==> src/rtl/core/hdsp_pkg.sv <==
package hdsp_pkg;

    localparam logic [3:0] MODE_IDLE   = 4'd0;
    localparam logic [3:0] MODE_SLASH  = 4'd1;
    localparam logic [3:0] MODE_LINE   = 4'd2;
    localparam logic [3:0] MODE_BLOCK  = 4'd3;
    localparam logic [3:0] MODE_BSTAR  = 4'd4;
    localparam logic [3:0] MODE_DQ     = 4'd5;
    localparam logic [3:0] MODE_DQ_ESC = 4'd6;
    localparam logic [3:0] MODE_SQ     = 4'd7;
    localparam logic [3:0] MODE_SQ_ESC = 4'd8;
    localparam logic [3:0] MODE_FILE   = 4'd9;
    localparam logic [3:0] MODE_FLOAT  = 4'd10;
    localparam logic [3:0] MODE_HASH   = 4'd11;
    localparam logic [3:0] MODE_WS     = 4'd12;
    localparam logic [3:0] MODE_SIGN   = 4'd13;
    localparam logic [3:0] MODE_PREFIX = 4'd14;
    localparam logic [3:0] MODE_DIGITS = 4'd15;

    localparam logic [1:0] RADIX_DEC = 2'd0;
    localparam logic [1:0] RADIX_OCT = 2'd1;
    localparam logic [1:0] RADIX_HEX = 2'd2;

    localparam logic [7:0] CH_QMARK  = 8'h3F;
    localparam logic [7:0] CH_DOLLAR = 8'h24;
    localparam logic [7:0] CH_HASH   = 8'h23;
    localparam logic [7:0] CH_PCT    = 8'h25;
    localparam logic [7:0] CH_DQUOTE = 8'h22;
    localparam logic [7:0] CH_SQUOTE = 8'h27;
    localparam logic [7:0] CH_SLASH  = 8'h2F;
    localparam logic [7:0] CH_STAR   = 8'h2A;
    localparam logic [7:0] CH_BSLASH = 8'h5C;
    localparam logic [7:0] CH_LT     = 8'h3C;
    localparam logic [7:0] CH_GT     = 8'h3E;
    localparam logic [7:0] CH_LF     = 8'h0A;
    localparam logic [7:0] CH_CR     = 8'h0D;
    localparam logic [7:0] CH_TAB    = 8'h09;
    localparam logic [7:0] CH_SPACE  = 8'h20;
    localparam logic [7:0] CH_PLUS   = 8'h2B;
    localparam logic [7:0] CH_MINUS  = 8'h2D;
    localparam logic [7:0] CH_DOT    = 8'h2E;
    localparam logic [7:0] CH_ZERO   = 8'h30;
    localparam logic [7:0] CH_NINE   = 8'h39;
    localparam logic [7:0] CH_UA     = 8'h41;
    localparam logic [7:0] CH_UE     = 8'h45;
    localparam logic [7:0] CH_UF     = 8'h46;
    localparam logic [7:0] CH_UX     = 8'h58;
    localparam logic [7:0] CH_LA     = 8'h61;
    localparam logic [7:0] CH_LE     = 8'h65;
    localparam logic [7:0] CH_LF_    = 8'h66;
    localparam logic [7:0] CH_LN     = 8'h6E;
    localparam logic [7:0] CH_LR     = 8'h72;
    localparam logic [7:0] CH_LT_    = 8'h74;
    localparam logic [7:0] CH_LX     = 8'h78;

    typedef struct packed {
        logic [7:0] char_code;
        logic       last_char;
    } t_in_word;

    typedef struct packed {
        logic [7:0] byte_value;
        logic       mask_bit;
        logic       byte_valid;
        logic       end_of_data;
    } t_out_word;

    typedef struct packed {
        logic        en;
        logic [63:0] acc;
        logic        ovf;
        logic        neg;
        logic [1:0]  size;
    } t_num;

    typedef struct packed {
        t_num       num_a;
        logic [1:0] ext_cnt;
        logic [7:0] ext_b0;
        logic [7:0] ext_b1;
        t_num       num_b;
        logic       mask;
        logic       swap;
        logic       eod;
    } t_cmd;

    typedef struct packed {
        logic full;
        logic empty;
    } t_fifo_stat;

endpackage

==> src/rtl/core/hdsp_front.sv <==
module hdsp_front (
    input  logic              i_clk,
    input  logic              i_rst_n,
    input  logic              i_take,
    input  hdsp_pkg::t_in_word i_word,
    output logic              o_push,
    output hdsp_pkg::t_cmd    o_cmd
);
    import hdsp_pkg::*;

    typedef struct packed {
        logic [3:0]  mode;
        logic [1:0]  size;
        logic        lnn;
        logic [3:0]  hn;
        logic        mask;
        logic        swap;
        logic [63:0] acc;
        logic        ovf;
        logic        neg;
        logic [1:0]  radix;
    } t_pst;

    typedef struct packed {
        logic       redo;
        logic       fin;
        logic [1:0] ne;
        logic [7:0] b0;
        logic [7:0] b1;
    } t_emit;

    typedef struct packed {
        t_pst  s;
        t_emit e;
    } t_step;

    localparam t_pst PST_RESET = '{mode: MODE_IDLE, size: 2'd0, lnn: 1'b0, hn: 4'd0,
                                   mask: 1'b1, swap: 1'b0, acc: 64'd0, ovf: 1'b0,
                                   neg: 1'b0, radix: RADIX_DEC};

    function automatic logic [4:0] f_digit(input logic [7:0] c);
        logic [4:0] d;
        d = 5'd16;
        if (c >= CH_ZERO && c <= CH_NINE) d = 5'(c - CH_ZERO);
        else if (c >= CH_UA && c <= CH_UF) d = 5'(c - CH_UA + 8'd10);
        else if (c >= CH_LA && c <= CH_LF_) d = 5'(c - CH_LA + 8'd10);
        return d;
    endfunction

    function automatic logic f_space(input logic [7:0] c);
        return (c == CH_SPACE) || (c >= CH_TAB && c <= CH_CR);
    endfunction

    function automatic logic [7:0] f_unesc(input logic [7:0] c);
        logic [7:0] r;
        r = c;
        if (c == CH_LN) r = CH_LF;
        else if (c == CH_LR) r = CH_CR;
        else if (c == CH_LT_) r = CH_TAB;
        return r;
    endfunction

    function automatic t_step f_wide(input t_step r, input logic [7:0] c);
        t_step q;
        logic [7:0] hi;
        q = r;
        hi = c[7] ? 8'hFF : 8'h00;
        q.e.ne = 2'd2;
        q.e.b0 = r.s.swap ? hi : c;
        q.e.b1 = r.s.swap ? c : hi;
        return q;
    endfunction

    function automatic t_step f_idle(input t_pst s, input logic [7:0] c);
        t_step r;
        logic [4:0] d;
        r.s = s;
        r.e = '0;
        d = f_digit(c);
        if (c == CH_QMARK) begin
            r.s.mask = ~s.mask;
        end else if (c == CH_DOLLAR) begin
            r.s.swap = ~s.swap;
        end else if (c == CH_HASH) begin
            r.s.mode  = MODE_HASH;
            r.s.size  = 2'd0;
            r.s.acc   = 64'd0;
            r.s.ovf   = 1'b0;
            r.s.neg   = 1'b0;
            r.s.radix = RADIX_DEC;
        end else if (c == CH_PCT) begin
            r.s.mode = MODE_FLOAT;
        end else if (!d[4]) begin
            if (s.lnn) begin
                r.e.ne = 2'd1;
                r.e.b0 = {s.hn, d[3:0]};
                r.s.lnn = 1'b0;
                r.s.hn  = 4'd0;
            end else begin
                r.s.hn  = d[3:0];
                r.s.lnn = 1'b1;
            end
        end else if (c == CH_DQUOTE) begin
            r.s.mode = MODE_DQ;
        end else if (c == CH_SQUOTE) begin
            r.s.mode = MODE_SQ;
        end else if (c == CH_SLASH) begin
            r.s.mode = MODE_SLASH;
        end else if (c == CH_LT) begin
            r.s.mode = MODE_FILE;
        end
        return r;
    endfunction

    function automatic t_step f_lead(input t_pst s, input logic [7:0] c, input logic open);
        t_step r;
        r.s = s;
        r.e = '0;
        if (open && f_space(c)) begin
            r.s.mode = MODE_WS;
        end else if (open && (c == CH_PLUS || c == CH_MINUS)) begin
            r.s.neg  = (c == CH_MINUS);
            r.s.mode = MODE_SIGN;
        end else if (c == CH_ZERO) begin
            r.s.acc = 64'd0;
            r.s.radix = RADIX_OCT;
            r.s.mode = MODE_PREFIX;
        end else if (c > CH_ZERO && c <= CH_NINE) begin
            r.s.acc = 64'(c - CH_ZERO);
            r.s.radix = RADIX_DEC;
            r.s.mode = MODE_DIGITS;
        end else begin
            r.e.fin  = 1'b1;
            r.e.redo = 1'b1;
            r.s.mode = MODE_IDLE;
        end
        return r;
    endfunction

    function automatic t_step f_step(input t_pst s, input logic [7:0] c);
        t_step r;
        logic [4:0] d;
        logic [4:0] base;
        logic [67:0] prod;
        logic [67:0] sum;
        r.s = s;
        r.e = '0;
        d = f_digit(c);
        base = (s.radix == RADIX_HEX) ? 5'd16 : (s.radix == RADIX_OCT) ? 5'd8 : 5'd10;
        case (s.radix)
            RADIX_HEX: prod = {s.acc, 4'd0};
            RADIX_OCT: prod = {1'b0, s.acc, 3'd0};
            default:   prod = {1'b0, s.acc, 3'd0} + {3'd0, s.acc, 1'b0};
        endcase
        sum = prod + 68'(d);
        case (s.mode)
            MODE_IDLE: r = f_idle(s, c);
            MODE_SLASH: begin
                if (c == CH_SLASH) r.s.mode = MODE_LINE;
                else if (c == CH_STAR) r.s.mode = MODE_BSTAR;
                else begin
                    r.s.mode = MODE_IDLE;
                    r.e.redo = 1'b1;
                end
            end
            MODE_LINE: if (c == CH_LF) r.s.mode = MODE_IDLE;
            MODE_BLOCK: if (c == CH_STAR) r.s.mode = MODE_BSTAR;
            MODE_BSTAR: begin
                if (c == CH_SLASH) r.s.mode = MODE_IDLE;
                else if (c != CH_STAR) r.s.mode = MODE_BLOCK;
            end
            MODE_DQ: begin
                if (c == CH_DQUOTE) r.s.mode = MODE_IDLE;
                else if (c == CH_BSLASH) r.s.mode = MODE_DQ_ESC;
                else begin
                    r.e.ne = 2'd1;
                    r.e.b0 = c;
                end
            end
            MODE_DQ_ESC: begin
                r.e.ne = 2'd1;
                r.e.b0 = f_unesc(c);
                r.s.mode = MODE_DQ;
            end
            MODE_SQ: begin
                if (c == CH_SQUOTE) r.s.mode = MODE_IDLE;
                else if (c == CH_BSLASH) r.s.mode = MODE_SQ_ESC;
                else r = f_wide(r, c);
            end
            MODE_SQ_ESC: begin
                r = f_wide(r, f_unesc(c));
                r.s.mode = MODE_SQ;
            end
            MODE_FILE: if (c == CH_GT) r.s.mode = MODE_IDLE;
            MODE_FLOAT: begin
                if (!(f_space(c) || (c >= CH_ZERO && c <= CH_NINE) || c == CH_DOT ||
                      c == CH_PLUS || c == CH_MINUS || c == CH_LE || c == CH_UE ||
                      c == CH_PCT)) begin
                    r.s.mode = MODE_IDLE;
                    r.e.redo = 1'b1;
                end
            end
            MODE_HASH: begin
                if (c == CH_HASH && s.size != 2'd3) r.s.size = s.size + 2'd1;
                else r = f_lead(s, c, 1'b1);
            end
            MODE_WS: r = f_lead(s, c, 1'b1);
            MODE_SIGN: r = f_lead(s, c, 1'b0);
            MODE_PREFIX: begin
                if (s.radix == RADIX_OCT && (c == CH_LX || c == CH_UX)) begin
                    r.s.radix = RADIX_HEX;
                end else if (d < base) begin
                    r.s.acc  = 64'(d);
                    r.s.mode = MODE_DIGITS;
                end else begin
                    r.e.fin  = 1'b1;
                    r.e.redo = 1'b1;
                    r.s.mode = MODE_IDLE;
                end
            end
            default: begin
                if (d < base) begin
                    if (!s.ovf) begin
                        if (sum[67:64] != 4'd0) r.s.ovf = 1'b1;
                        else r.s.acc = sum[63:0];
                    end
                end else begin
                    r.e.fin  = 1'b1;
                    r.e.redo = 1'b1;
                    r.s.mode = MODE_IDLE;
                end
            end
        endcase
        return r;
    endfunction

    t_pst  r_s, n_s;
    t_step w_p1, w_p2;

    always_comb begin
        w_p1 = f_step(r_s, i_word.char_code);
        w_p2 = w_p1.e.redo ? f_idle(w_p1.s, i_word.char_code) : w_p1;

        o_cmd.num_a.en   = w_p1.e.fin;
        o_cmd.num_a.acc  = r_s.acc;
        o_cmd.num_a.ovf  = r_s.ovf;
        o_cmd.num_a.neg  = r_s.neg;
        o_cmd.num_a.size = r_s.size;
        o_cmd.ext_cnt    = w_p2.e.ne;
        o_cmd.ext_b0     = w_p2.e.b0;
        o_cmd.ext_b1     = w_p2.e.b1;
        o_cmd.num_b.en   = i_word.last_char && (w_p2.s.mode >= MODE_HASH);
        o_cmd.num_b.acc  = w_p2.s.acc;
        o_cmd.num_b.ovf  = w_p2.s.ovf;
        o_cmd.num_b.neg  = w_p2.s.neg;
        o_cmd.num_b.size = w_p2.s.size;
        o_cmd.mask       = r_s.mask;
        o_cmd.swap       = r_s.swap;
        o_cmd.eod        = i_word.last_char;

        o_push = i_take && (o_cmd.num_a.en || o_cmd.ext_cnt != 2'd0 ||
                            o_cmd.num_b.en || o_cmd.eod);

        n_s = r_s;
        if (i_take) n_s = i_word.last_char ? PST_RESET : w_p2.s;
    end

    always_ff @(posedge i_clk) begin
        if (!i_rst_n) r_s <= PST_RESET;
        else r_s <= n_s;
    end

endmodule

==> src/rtl/core/hdsp_fifo.sv <==
module hdsp_fifo #(
    parameter int DEPTH = 4
) (
    input  logic                 i_clk,
    input  logic                 i_rst_n,
    input  logic                 i_push,
    input  hdsp_pkg::t_cmd       i_data,
    input  logic                 i_pop,
    output hdsp_pkg::t_cmd       o_data,
    output hdsp_pkg::t_fifo_stat o_stat
);
    import hdsp_pkg::*;

    localparam int AW = (DEPTH > 1) ? $clog2(DEPTH) : 1;
    localparam int CW = $clog2(DEPTH + 1);

    t_cmd            r_mem [DEPTH];
    logic [AW-1:0]   r_wr, r_rd;
    logic [CW-1:0]   r_cnt;

    function automatic logic [AW-1:0] f_inc(input logic [AW-1:0] p);
        return (p == AW'(DEPTH - 1)) ? '0 : p + 1'b1;
    endfunction

    assign o_data       = r_mem[r_rd];
    assign o_stat.full  = (r_cnt == CW'(DEPTH));
    assign o_stat.empty = (r_cnt == '0);

    always_ff @(posedge i_clk) begin
        if (i_push) r_mem[r_wr] <= i_data;
    end

    always_ff @(posedge i_clk) begin
        if (!i_rst_n) begin
            r_wr  <= '0;
            r_rd  <= '0;
            r_cnt <= '0;
        end else begin
            if (i_push) r_wr <= f_inc(r_wr);
            if (i_pop) r_rd <= f_inc(r_rd);
            if (i_push && !i_pop) r_cnt <= r_cnt + 1'b1;
            else if (!i_push && i_pop) r_cnt <= r_cnt - 1'b1;
        end
    end

endmodule

==> src/rtl/core/hdsp_back.sv <==
module hdsp_back (
    input  logic                 i_clk,
    input  logic                 i_rst_n,
    input  hdsp_pkg::t_cmd       i_cmd,
    input  logic                 i_avail,
    output logic                 o_pop,
    output logic                 o_valid,
    input  logic                 i_stall,
    output hdsp_pkg::t_out_word  o_word
);
    import hdsp_pkg::*;

    function automatic logic [63:0] f_value(input t_num n);
        logic [63:0] v;
        if (n.ovf) v = '1;
        else if (n.neg) v = 64'd0 - n.acc;
        else v = n.acc;
        return v;
    endfunction

    function automatic logic [3:0] f_count(input t_num n);
        return n.en ? (4'd1 << n.size) : 4'd0;
    endfunction

    logic        r_busy;
    logic [63:0] r_va, r_vb;
    logic [3:0]  r_na, r_rem_a, r_nb, r_rem_b;
    logic [1:0]  r_rem_e;
    logic [7:0]  r_e0, r_e1;
    logic        r_rem_m, r_mask, r_swap, r_eod;
    logic        r_ovalid;
    t_out_word   r_oword;

    logic        w_ready, w_emit, w_done;
    logic [2:0]  w_ka, w_kb;
    logic [3:0]  n_rem_a, n_rem_b;
    logic [1:0]  n_rem_e;
    logic        n_rem_m;
    t_out_word   w_sel;

    assign w_ready = !r_ovalid || !i_stall;
    assign w_emit  = r_busy && w_ready;
    assign w_ka = r_swap ? 3'(r_rem_a - 4'd1) : 3'(r_na - r_rem_a);
    assign w_kb = r_swap ? 3'(r_rem_b - 4'd1) : 3'(r_nb - r_rem_b);

    always_comb begin
        n_rem_a = r_rem_a;
        n_rem_b = r_rem_b;
        n_rem_e = r_rem_e;
        n_rem_m = r_rem_m;
        w_sel   = '0;
        // drain order: leading number, literal bytes, trailing number, bare marker
        if (r_rem_a != 4'd0) begin
            w_sel.byte_value = r_va[{w_ka, 3'd0} +: 8];
            w_sel.mask_bit   = r_mask;
            w_sel.byte_valid = 1'b1;
            n_rem_a = r_rem_a - 4'd1;
        end else if (r_rem_e != 2'd0) begin
            w_sel.byte_value = r_e0;
            w_sel.mask_bit   = r_mask;
            w_sel.byte_valid = 1'b1;
            n_rem_e = r_rem_e - 2'd1;
        end else if (r_rem_b != 4'd0) begin
            w_sel.byte_value = r_vb[{w_kb, 3'd0} +: 8];
            w_sel.mask_bit   = r_mask;
            w_sel.byte_valid = 1'b1;
            n_rem_b = r_rem_b - 4'd1;
        end else begin
            n_rem_m = 1'b0;
        end
        w_done = (n_rem_a == 4'd0) && (n_rem_e == 2'd0) && (n_rem_b == 4'd0) && !n_rem_m;
        w_sel.end_of_data = r_eod && w_done;
    end

    assign o_pop   = i_avail && (!r_busy || (w_emit && w_done));
    assign o_valid = r_ovalid;
    assign o_word  = r_oword;

    always_ff @(posedge i_clk) begin
        if (!i_rst_n) begin
            r_busy   <= 1'b0;
            r_ovalid <= 1'b0;
        end else begin
            if (w_ready) r_ovalid <= w_emit;
            if (o_pop) r_busy <= 1'b1;
            else if (w_emit && w_done) r_busy <= 1'b0;
        end
    end

    always_ff @(posedge i_clk) begin
        if (w_ready) r_oword <= w_sel;
        if (o_pop) begin
            r_va    <= f_value(i_cmd.num_a);
            r_vb    <= f_value(i_cmd.num_b);
            r_na    <= f_count(i_cmd.num_a);
            r_rem_a <= f_count(i_cmd.num_a);
            r_nb    <= f_count(i_cmd.num_b);
            r_rem_b <= f_count(i_cmd.num_b);
            r_rem_e <= i_cmd.ext_cnt;
            r_e0    <= i_cmd.ext_b0;
            r_e1    <= i_cmd.ext_b1;
            r_rem_m <= i_cmd.eod && !i_cmd.num_a.en && !i_cmd.num_b.en &&
                       (i_cmd.ext_cnt == 2'd0);
            r_mask  <= i_cmd.mask;
            r_swap  <= i_cmd.swap;
            r_eod   <= i_cmd.eod;
        end else if (w_emit) begin
            r_rem_a <= n_rem_a;
            r_rem_b <= n_rem_b;
            r_rem_m <= n_rem_m;
            if (r_rem_a == 4'd0 && r_rem_e != 2'd0) begin
                r_rem_e <= n_rem_e;
                r_e0    <= r_e1;
            end
        end
    end

endmodule

==> src/rtl/core/hex_data_string_parser.sv <==
// Channel   Direction  Handshake                 Word
// in        input      i_in_valid / o_in_stall   i_in_data  (char_code, last_char)
// out       output     o_out_valid / i_out_stall o_out_data (byte_value, mask_bit,
//                                                            byte_valid, end_of_data)
//
// One character is taken per cycle while the command queue has room.
// The back end drains one byte per cycle unless the output stalls; a number of 2, 4 or
// 8 bytes keeps the back end busy until all its bytes are out, so a run of wide numbers
// fills the queue and stalls input. Output is registered. Reset (synchronous, active
// low) returns the parser to idle with the mask on and empties the queue. A stall on
// the output never drops a word, it holds the back end.
module hex_data_string_parser #(
    parameter int QUEUE_DEPTH = 4
) (
    input  logic                i_clk,
    input  logic                i_rst_n,
    input  logic                i_in_valid,
    output logic                o_in_stall,
    input  hdsp_pkg::t_in_word  i_in_data,
    output logic                o_out_valid,
    input  logic                i_out_stall,
    output hdsp_pkg::t_out_word o_out_data
);
    import hdsp_pkg::*;

    logic       w_take, w_push, w_pop;
    t_cmd       w_cmd_in, w_cmd_out;
    t_fifo_stat w_stat;

    // accept a character whenever the queue has room for its command
    assign o_in_stall = w_stat.full;
    assign w_take     = i_in_valid && !w_stat.full;

    // front: classify the character, advance parser state, build a command
    hdsp_front u_front (
        .i_clk   (i_clk),
        .i_rst_n (i_rst_n),
        .i_take  (w_take),
        .i_word  (i_in_data),
        .o_push  (w_push),
        .o_cmd   (w_cmd_in)
    );

    // queue: decouple parsing from byte emission
    hdsp_fifo #(
        .DEPTH (QUEUE_DEPTH)
    ) u_fifo (
        .i_clk   (i_clk),
        .i_rst_n (i_rst_n),
        .i_push  (w_push),
        .i_data  (w_cmd_in),
        .i_pop   (w_pop),
        .o_data  (w_cmd_out),
        .o_stat  (w_stat)
    );

    // back: expand each command into bytes, one word per cycle while the output is not stalled
    hdsp_back u_back (
        .i_clk   (i_clk),
        .i_rst_n (i_rst_n),
        .i_cmd   (w_cmd_out),
        .i_avail (!w_stat.empty),
        .o_pop   (w_pop),
        .o_valid (o_out_valid),
        .i_stall (i_out_stall),
        .o_word  (o_out_data)
    );

    a_marker_is_end: assert property (@(posedge i_clk) disable iff (!i_rst_n)
        (o_out_valid && !o_out_data.byte_valid) |-> o_out_data.end_of_data)
        else $error("bare marker without end flag");

    a_marker_clean: assert property (@(posedge i_clk) disable iff (!i_rst_n)
        (o_out_valid && !o_out_data.byte_valid) |->
        (o_out_data.byte_value == 8'd0 && !o_out_data.mask_bit))
        else $error("bare marker carries data");

    a_queue_stat: assert property (@(posedge i_clk) disable iff (!i_rst_n)
        !(w_stat.full && w_stat.empty))
        else $error("queue both full and empty");

    a_reset_out: assert property (@(posedge i_clk)
        !$past(i_rst_n) |-> !o_out_valid)
        else $error("output valid right after reset");

endmodule

==> config.mk <==
export PLATFORM = sky130hd
export DESIGN_NAME = hex_data_string_parser
export DESIGN_NICKNAME = d
export VERILOG_FILES = /design/src/rtl/core/hdsp_pkg.sv /design/src/rtl/core/hdsp_front.sv /design/src/rtl/core/hdsp_fifo.sv /design/src/rtl/core/hdsp_back.sv /design/src/rtl/core/hex_data_string_parser.sv
export SDC_FILE = /design/constraint.sdc
export NUM_CORES = 2
export LEC_CHECK = 0
export CAP_MARGIN = 5
export CORE_MARGIN = 3
export CORE_UTILIZATION = 40
export DETAILED_ROUTE_END_ITERATION = 10
export DONT_BUFFER_PORTS = 1
export PLACE_DENSITY = 0.52
export SLEW_MARGIN = 25
export SYNTH_ARGS = -nofsm -noshare
export SYNTH_HDL_FRONTEND = slang
export SYNTH_SLANG_ARGS = --single-unit
==> constraint.sdc <==
create_clock -name i_clk -period 18.75 [get_ports i_clk]
set_clock_uncertainty 0.1 [all_clocks]
set_input_delay 0.9375 -clock i_clk [delete_from_list [all_inputs] [get_ports i_clk]]
set_output_delay 0.9375 -clock i_clk [all_outputs]
set_load 0.03 [all_outputs]
-- Yosys cells after proc, flatten, opt, wreduce, memory -nomap -nowiden
Memories as Yosys holds them, arrays and structs flattened. A register that Yosys moved wholly into a read port is not among the register bits.
Cells that the tools add are included.
- memories: 1
- output and inout port bits: 13
- bits in writable memories: 636
- bits in registers: 265
- bits in read-only memories: 0
- latch bits: 0
- memory list (memory ; words ; width ; read ports ; clocked after memory_dff ; write ports ; line ; RTL):
    u_fifo.r_mem ; 4 ; 159 ; 1 ; 1 ; 1 ; hdsp_fifo.sv:17 ; t_cmd r_mem [DEPTH];
- $lt $le $gt $ge: 11
- $mul: 0
- mux-type cells: 168
- eq/ne operators: 45
- divide/modulo/power cells: 0
- bitwise logic cells: 4
- shift operators: 4
- add/sub/neg operators: 20
- reduce and logical (&&, ||, !) cells: 70
- operator list (cell ; count):
    two-way mux 64 bit ; 9
    case mux 64 bit (7 select lines) ; 1
    two-way mux 68 bit ; 4
    two-way mux 4 bit ; 43
    two-way mux 10 bit ; 14
    two-way mux 69 bit ; 2
    case mux 68 bit (2 select lines) ; 1
    two-way mux 65 bit ; 2
    indexed part select 64 x 7 -> 8 bit ; 2
    subtractor 1 x 64 -> 64 bit (first input constant) ; 2
    == test 8 x 6 -> 1 bit (second input constant) ; 15
    two-way mux 8 bit ; 13
    two-way mux 101 bit ; 1
    two-way mux 88 bit ; 1
    two-way mux 81 bit ; 1
    two-way mux 5 bit ; 14
    adder 67 x 65 -> 68 bit ; 1
    adder 68 x 5 -> 68 bit ; 1
    == test 8 x 7 -> 1 bit (second input constant) ; 8
    case mux 10 bit (6 select lines) ; 1
    case mux 4 bit (15 select lines) ; 1
    two-way mux 11 bit ; 4
    two-way mux 2 bit ; 20
    two-way mux 18 bit ; 2
    other kinds (54) ; 159

-- Depth between registers and ports, before layout
- depth after elaboration: 32
- depth in mapped cells: 35
- depth with buffers taken out: 25

-- Cells and area by module
From an unflattened synthesis, not the netlist that was laid out.
- cells, all modules: 4120
- area total of the unflattened synthesis: 49294.8 sq um
- modules (own cells, without submodules) (module ; area an instance (sq um) ; cells each ; instances):
    hdsp_fifo ; 23398.7 ; 875 ; 1
    hdsp_front ; 15018.2 ; 2240 ; 1
    hdsp_back ; 10860.4 ; 1003 ; 1
    hex_data_string_parser ; 17.5 ; 2 ; 1

-- Least setup slack after synthesis
Ideal clock, no wire load.
- path kind: input to register
- from: input i_in_data[2] in the netlist's numbering
- to: memory u_fifo.r_mem[0][0] in the netlist's numbering (enable)
- stages on the path: 21
- required time: 18.112 ns
- slack: 9.763 ns
- path buffers: 1
- arrival: 8.349 ns
- path through: clkbuf_1 -> inv_1 -> ha_1 -> or4b_2 -> o21ai_0 -> o21ai_0 -> nand2_1 -> o21ai_1 -> inv_1 -> ha_1 -> a21o_1 -> a31o_2 -> a22o_1 -> a221oi_1 -> or2_2 -> nor2_1 -> nand2_1 -> nand3_1 -> nor4_1 -> nor2_1 -> and2_1
- RTL lines (element ; line ; RTL):
    start: declaration ; hex_data_string_parser.sv:19 ; input hdsp_pkg::t_in_word i_in_data,
    end: declaration ; hdsp_fifo.sv:17 ;

==> flow_summary.yaml <==
logic_synthesis:
  syn-num-nets: 4155
  post_synth_inst_count: 4043
  ys_seq_elements: 903
  syn_area_per_cell_um2: 11.93
  synth.top_cells.by_count: "edfxtp_1 (811), nand2_1 (439), nor2_1 (305), a21oi_1 (241), o21ai_0 (241)"
  seq_area_frac_synth: 0.5432
  yosysTopAreaCell: "edfxtp_1"
  synth_area_leaders: "edfxtp_1 (51%), mux4_2 (8.7%), dfxtp_1 (3.8%), nand2_1 (3.4%), a21oi_1 (2.5%)"
  synth_most_common_cell: "edfxtp_1"
  synth_warnings: 0
  synth_top_area_share: 0.5050
  syn_area_um2: 48220
  ys.flop_type: "edfxtp_1"
  synth.distinct_cells: 111
  synth-edff-count: 811
  synthArstFlopShare: 0
run_status:
  status: "completed"
pwr:
  ir_worst_vdd_v: 0.0001108
  power_density_nw_per_um2: 130.4
  p_leak_nw: 17.85
place:
  portBuffers: 0
  gp_congestion: 0.9315
  dp_hpwl_mm: 117.7
route:
  avgRoutedWirePerCell_um: 28.98
  drtAntennaViolNets: 0
  drt-vias-per-instance: 6.212
  first_iter_violations: 4472
  first_pass_iters: 6
  num_vias: 35250
  drt-total-wl_mm: 164.4
  remaining_drc_errors: 0
setup_path:
  cp-start-kind: "input port"
  worstPathMaxFanout: 23
  crit_family: "simple AND/OR/NAND/NOR gates"
  cpPeakStageDelay_ps: 760
  critPathBufInv: 2
  r2r-start: "u_front.o_cmd[100]$_SDFFE_PN0P_"
  rrSetupSlack_ps: 10490
  r2r_cells: 18
  slowest_stage: "nor2_4"
  worstPathRequired_ps: 19040
  crit_path_frequent_cell: "nor2_1"
  worstPathArrival_ps: 8780
  cp_cell_sequence: "nor2_1 > nand3_1 > a31oi_1 > a311oi_1 > nor2_1 > inv_1 > fa_1 > nor2b_1 > o21ai_0 > nand2b_1 > and2_1 > nand4_1 > nand3b_1 > or3_1 > or4_1 > or3_1 > nor2_1 > o2111a_1 > o211ai_4 > nor2_4 > buf_4 > a21oi_2 > a221oi_1"
  crit_type: "in -> reg"
  crit_path_start: "i_in_data[7]"
  worstSetupEndpointType: "register"
  reg2reg_to: "u_fifo.r_mem[1][49]$_DFFE_PP_"
global_route:
  grt_util_all_layers: 0.2572
  grt_pass1_wl_mm: 237.1
  antenna_found_initial: 6
  grt_pass1_vias: 32960
  grt_max_degree: 131
  grt_overflow: 0
clock_tree:
  clk_pin_slew_ps: 60
  cts_setup_buffers: 0
  cts_tree: "built"
  cts_buffers: 95
  h-tree-depth: 3
  cts_sinks: 903
  cts_buffer_depth: 3
  root_buffer: "clkbuf_16"
  clk_latency_ps: 680
  ctsResizeCount: 0
  ctsHoldBuffers: 0
timing:
  fin_crit_sh: 0.4532
  rsz0062_at_grt: "no"
  relSlewSlack: 0.2640
  final_max_slew_viol_count: 0
  setup_violations: 0
  finalSetupTns_ps: 0
  post-route-min-period_ps: 8498
  hold_violations: 0
  worst_pin_slew_ps: 1102
  clock.fmax_mhz: 117.7
final_layout:
  drive_above_1_share: 0.1296
  syn_to_final_growth_pct: 10.11
  num-nets-final: 4105
  fin_util: 0.4467
hold_path:
  hp-start: "i_in_data[0]"
  whs_path_depth: 0
  hp-class: "in -> reg"
  min_to: "u_fifo.r_mem[0][0]$_DFFE_PP_"
die:
  ios: 26
  core_um2: 118900
  die_w_um: 353.2
  die_h_um: 353.2
  rows: 126
  start_util: 0.4057
  dieArea_um2: 124800
run:
  max_cap_violations: 0
-- kinds of logic (layout without fill, tap and decap cells) --
kind of cell	Yosys count	count (layout)	synth area share
adders and majority gates	99	99	0.02646
other	0	1	0
muxes	252	252	0.1012
xor gates and xnor gates	200	200	0.03632
buffers and inverters	310	340	0.02763
AOI/OAI and AO/OA	1000	1000	0.1374
DFF	903	903	0.5432
and+or+nand+nor	1279	1279	0.1278
-- layer usage --
layer | share of wire | vias to the layer above | track usage
li1 | - | 15610 | -
met4 | 0.022 | 2 | 0.05973
met2 | 0.45 | 1543 | 0.3924
met1 | 0.45 | 17900 | 0.3802
met5 | 0.000073 | - | 0
met3 | 0.086 | 194 | 0.04803
-- layout by cell type, fill, tap and decap left out, drive strengths merged, types with 33 or more instances in the layout --
cell type,n
nand3,79
inv,83
a221oi,51
a21oi,245
dfxtp,92
buf,86
clkbuf,128
nor4,45
nor2,306
o21ai,276
ha,94
edfxtp,811
nand2,440
mux4,187
or3,50
nor3,97
nand2b,33
a31oi,41
nand4,56
clkinv,33
a21o,33
xor2,97
xnor2,103
mux2i,49
o22ai,38
-- sequential cells by signal (all words and copies together) (netlist names), 2 cells and up, named ones only --
name	cells
u_front.r_s	11
u_back.r_nb	3
u_back.r_vb	64
u_back.r_va	64
u_back.r_rem_b	4
u_fifo.r_rd	2
u_back.r_e0	8
u_fifo.r_cnt	3
u_back.o_word	11
u_back.r_rem_a	4
u_back.r_na	3
u_back.r_e1	8
u_back.r_rem_e	2
u_front.o_cmd	70
u_fifo.r_wr	2
u_fifo.r_mem	636
-- cell type report --
class	instances	area [µm²]
flip-flops and latches	903	26200
inverters	77	294.0
diodes	1	2.502
repair buffers	86	670.6
clock buffers	128	2611
multi-input cells	2830	20810
well taps	1600	2002
fillers	10940	65770
clock inverters	49	510.5
-- power by group --
group	internal, mW	switching (mW)
clock network	1.09	0.789
logic	0.901	1.39
registers	2.59	0.159
-- through the flow --
stage | instance area (µm²) | cells | hold slack (ps) | setup slack [ps] | power, mW
final | 53100 | 5674 | 269.0 | 10250 | 6.926
after global routing | 53100 | 5673 | 225.1 | 9736 | 7.250
after CTS | 53090 | 5673 | 216.6 | 10370 | 6.999
after detailed placement | 49970 | 5496 | 372.7 | 9695 | 5.120
after global placement | 49970 | 5496 | 382.5 | 9847 | 5.110
after floorplan | 48220 | 4043 | 349.6 | 9763 | 4.315
-- worst max path at each step --
stage | slack [ps] | depth (start not counted) | endpoint
2_1_floorplan | 9760 | 21 | u_fifo.r_mem[0][0]$_DFFE_PP_
3_5_place_dp | 9700 | 23 | u_fifo.r_mem[2][67]$_DFFE_PP_
3_3_place_gp | 9850 | 23 | u_fifo.r_mem[0][49]$_DFFE_PP_
6_report | 10250 | 23 | u_fifo.r_mem[1][49]$_DFFE_PP_
4_1_cts | 10370 | 23 | u_fifo.r_mem[2][16]$_DFFE_PP_
5_1_grt | 9740 | 23 | u_fifo.r_mem[2][16]$_DFFE_PP_
Power figures use the tool's default switching activity.
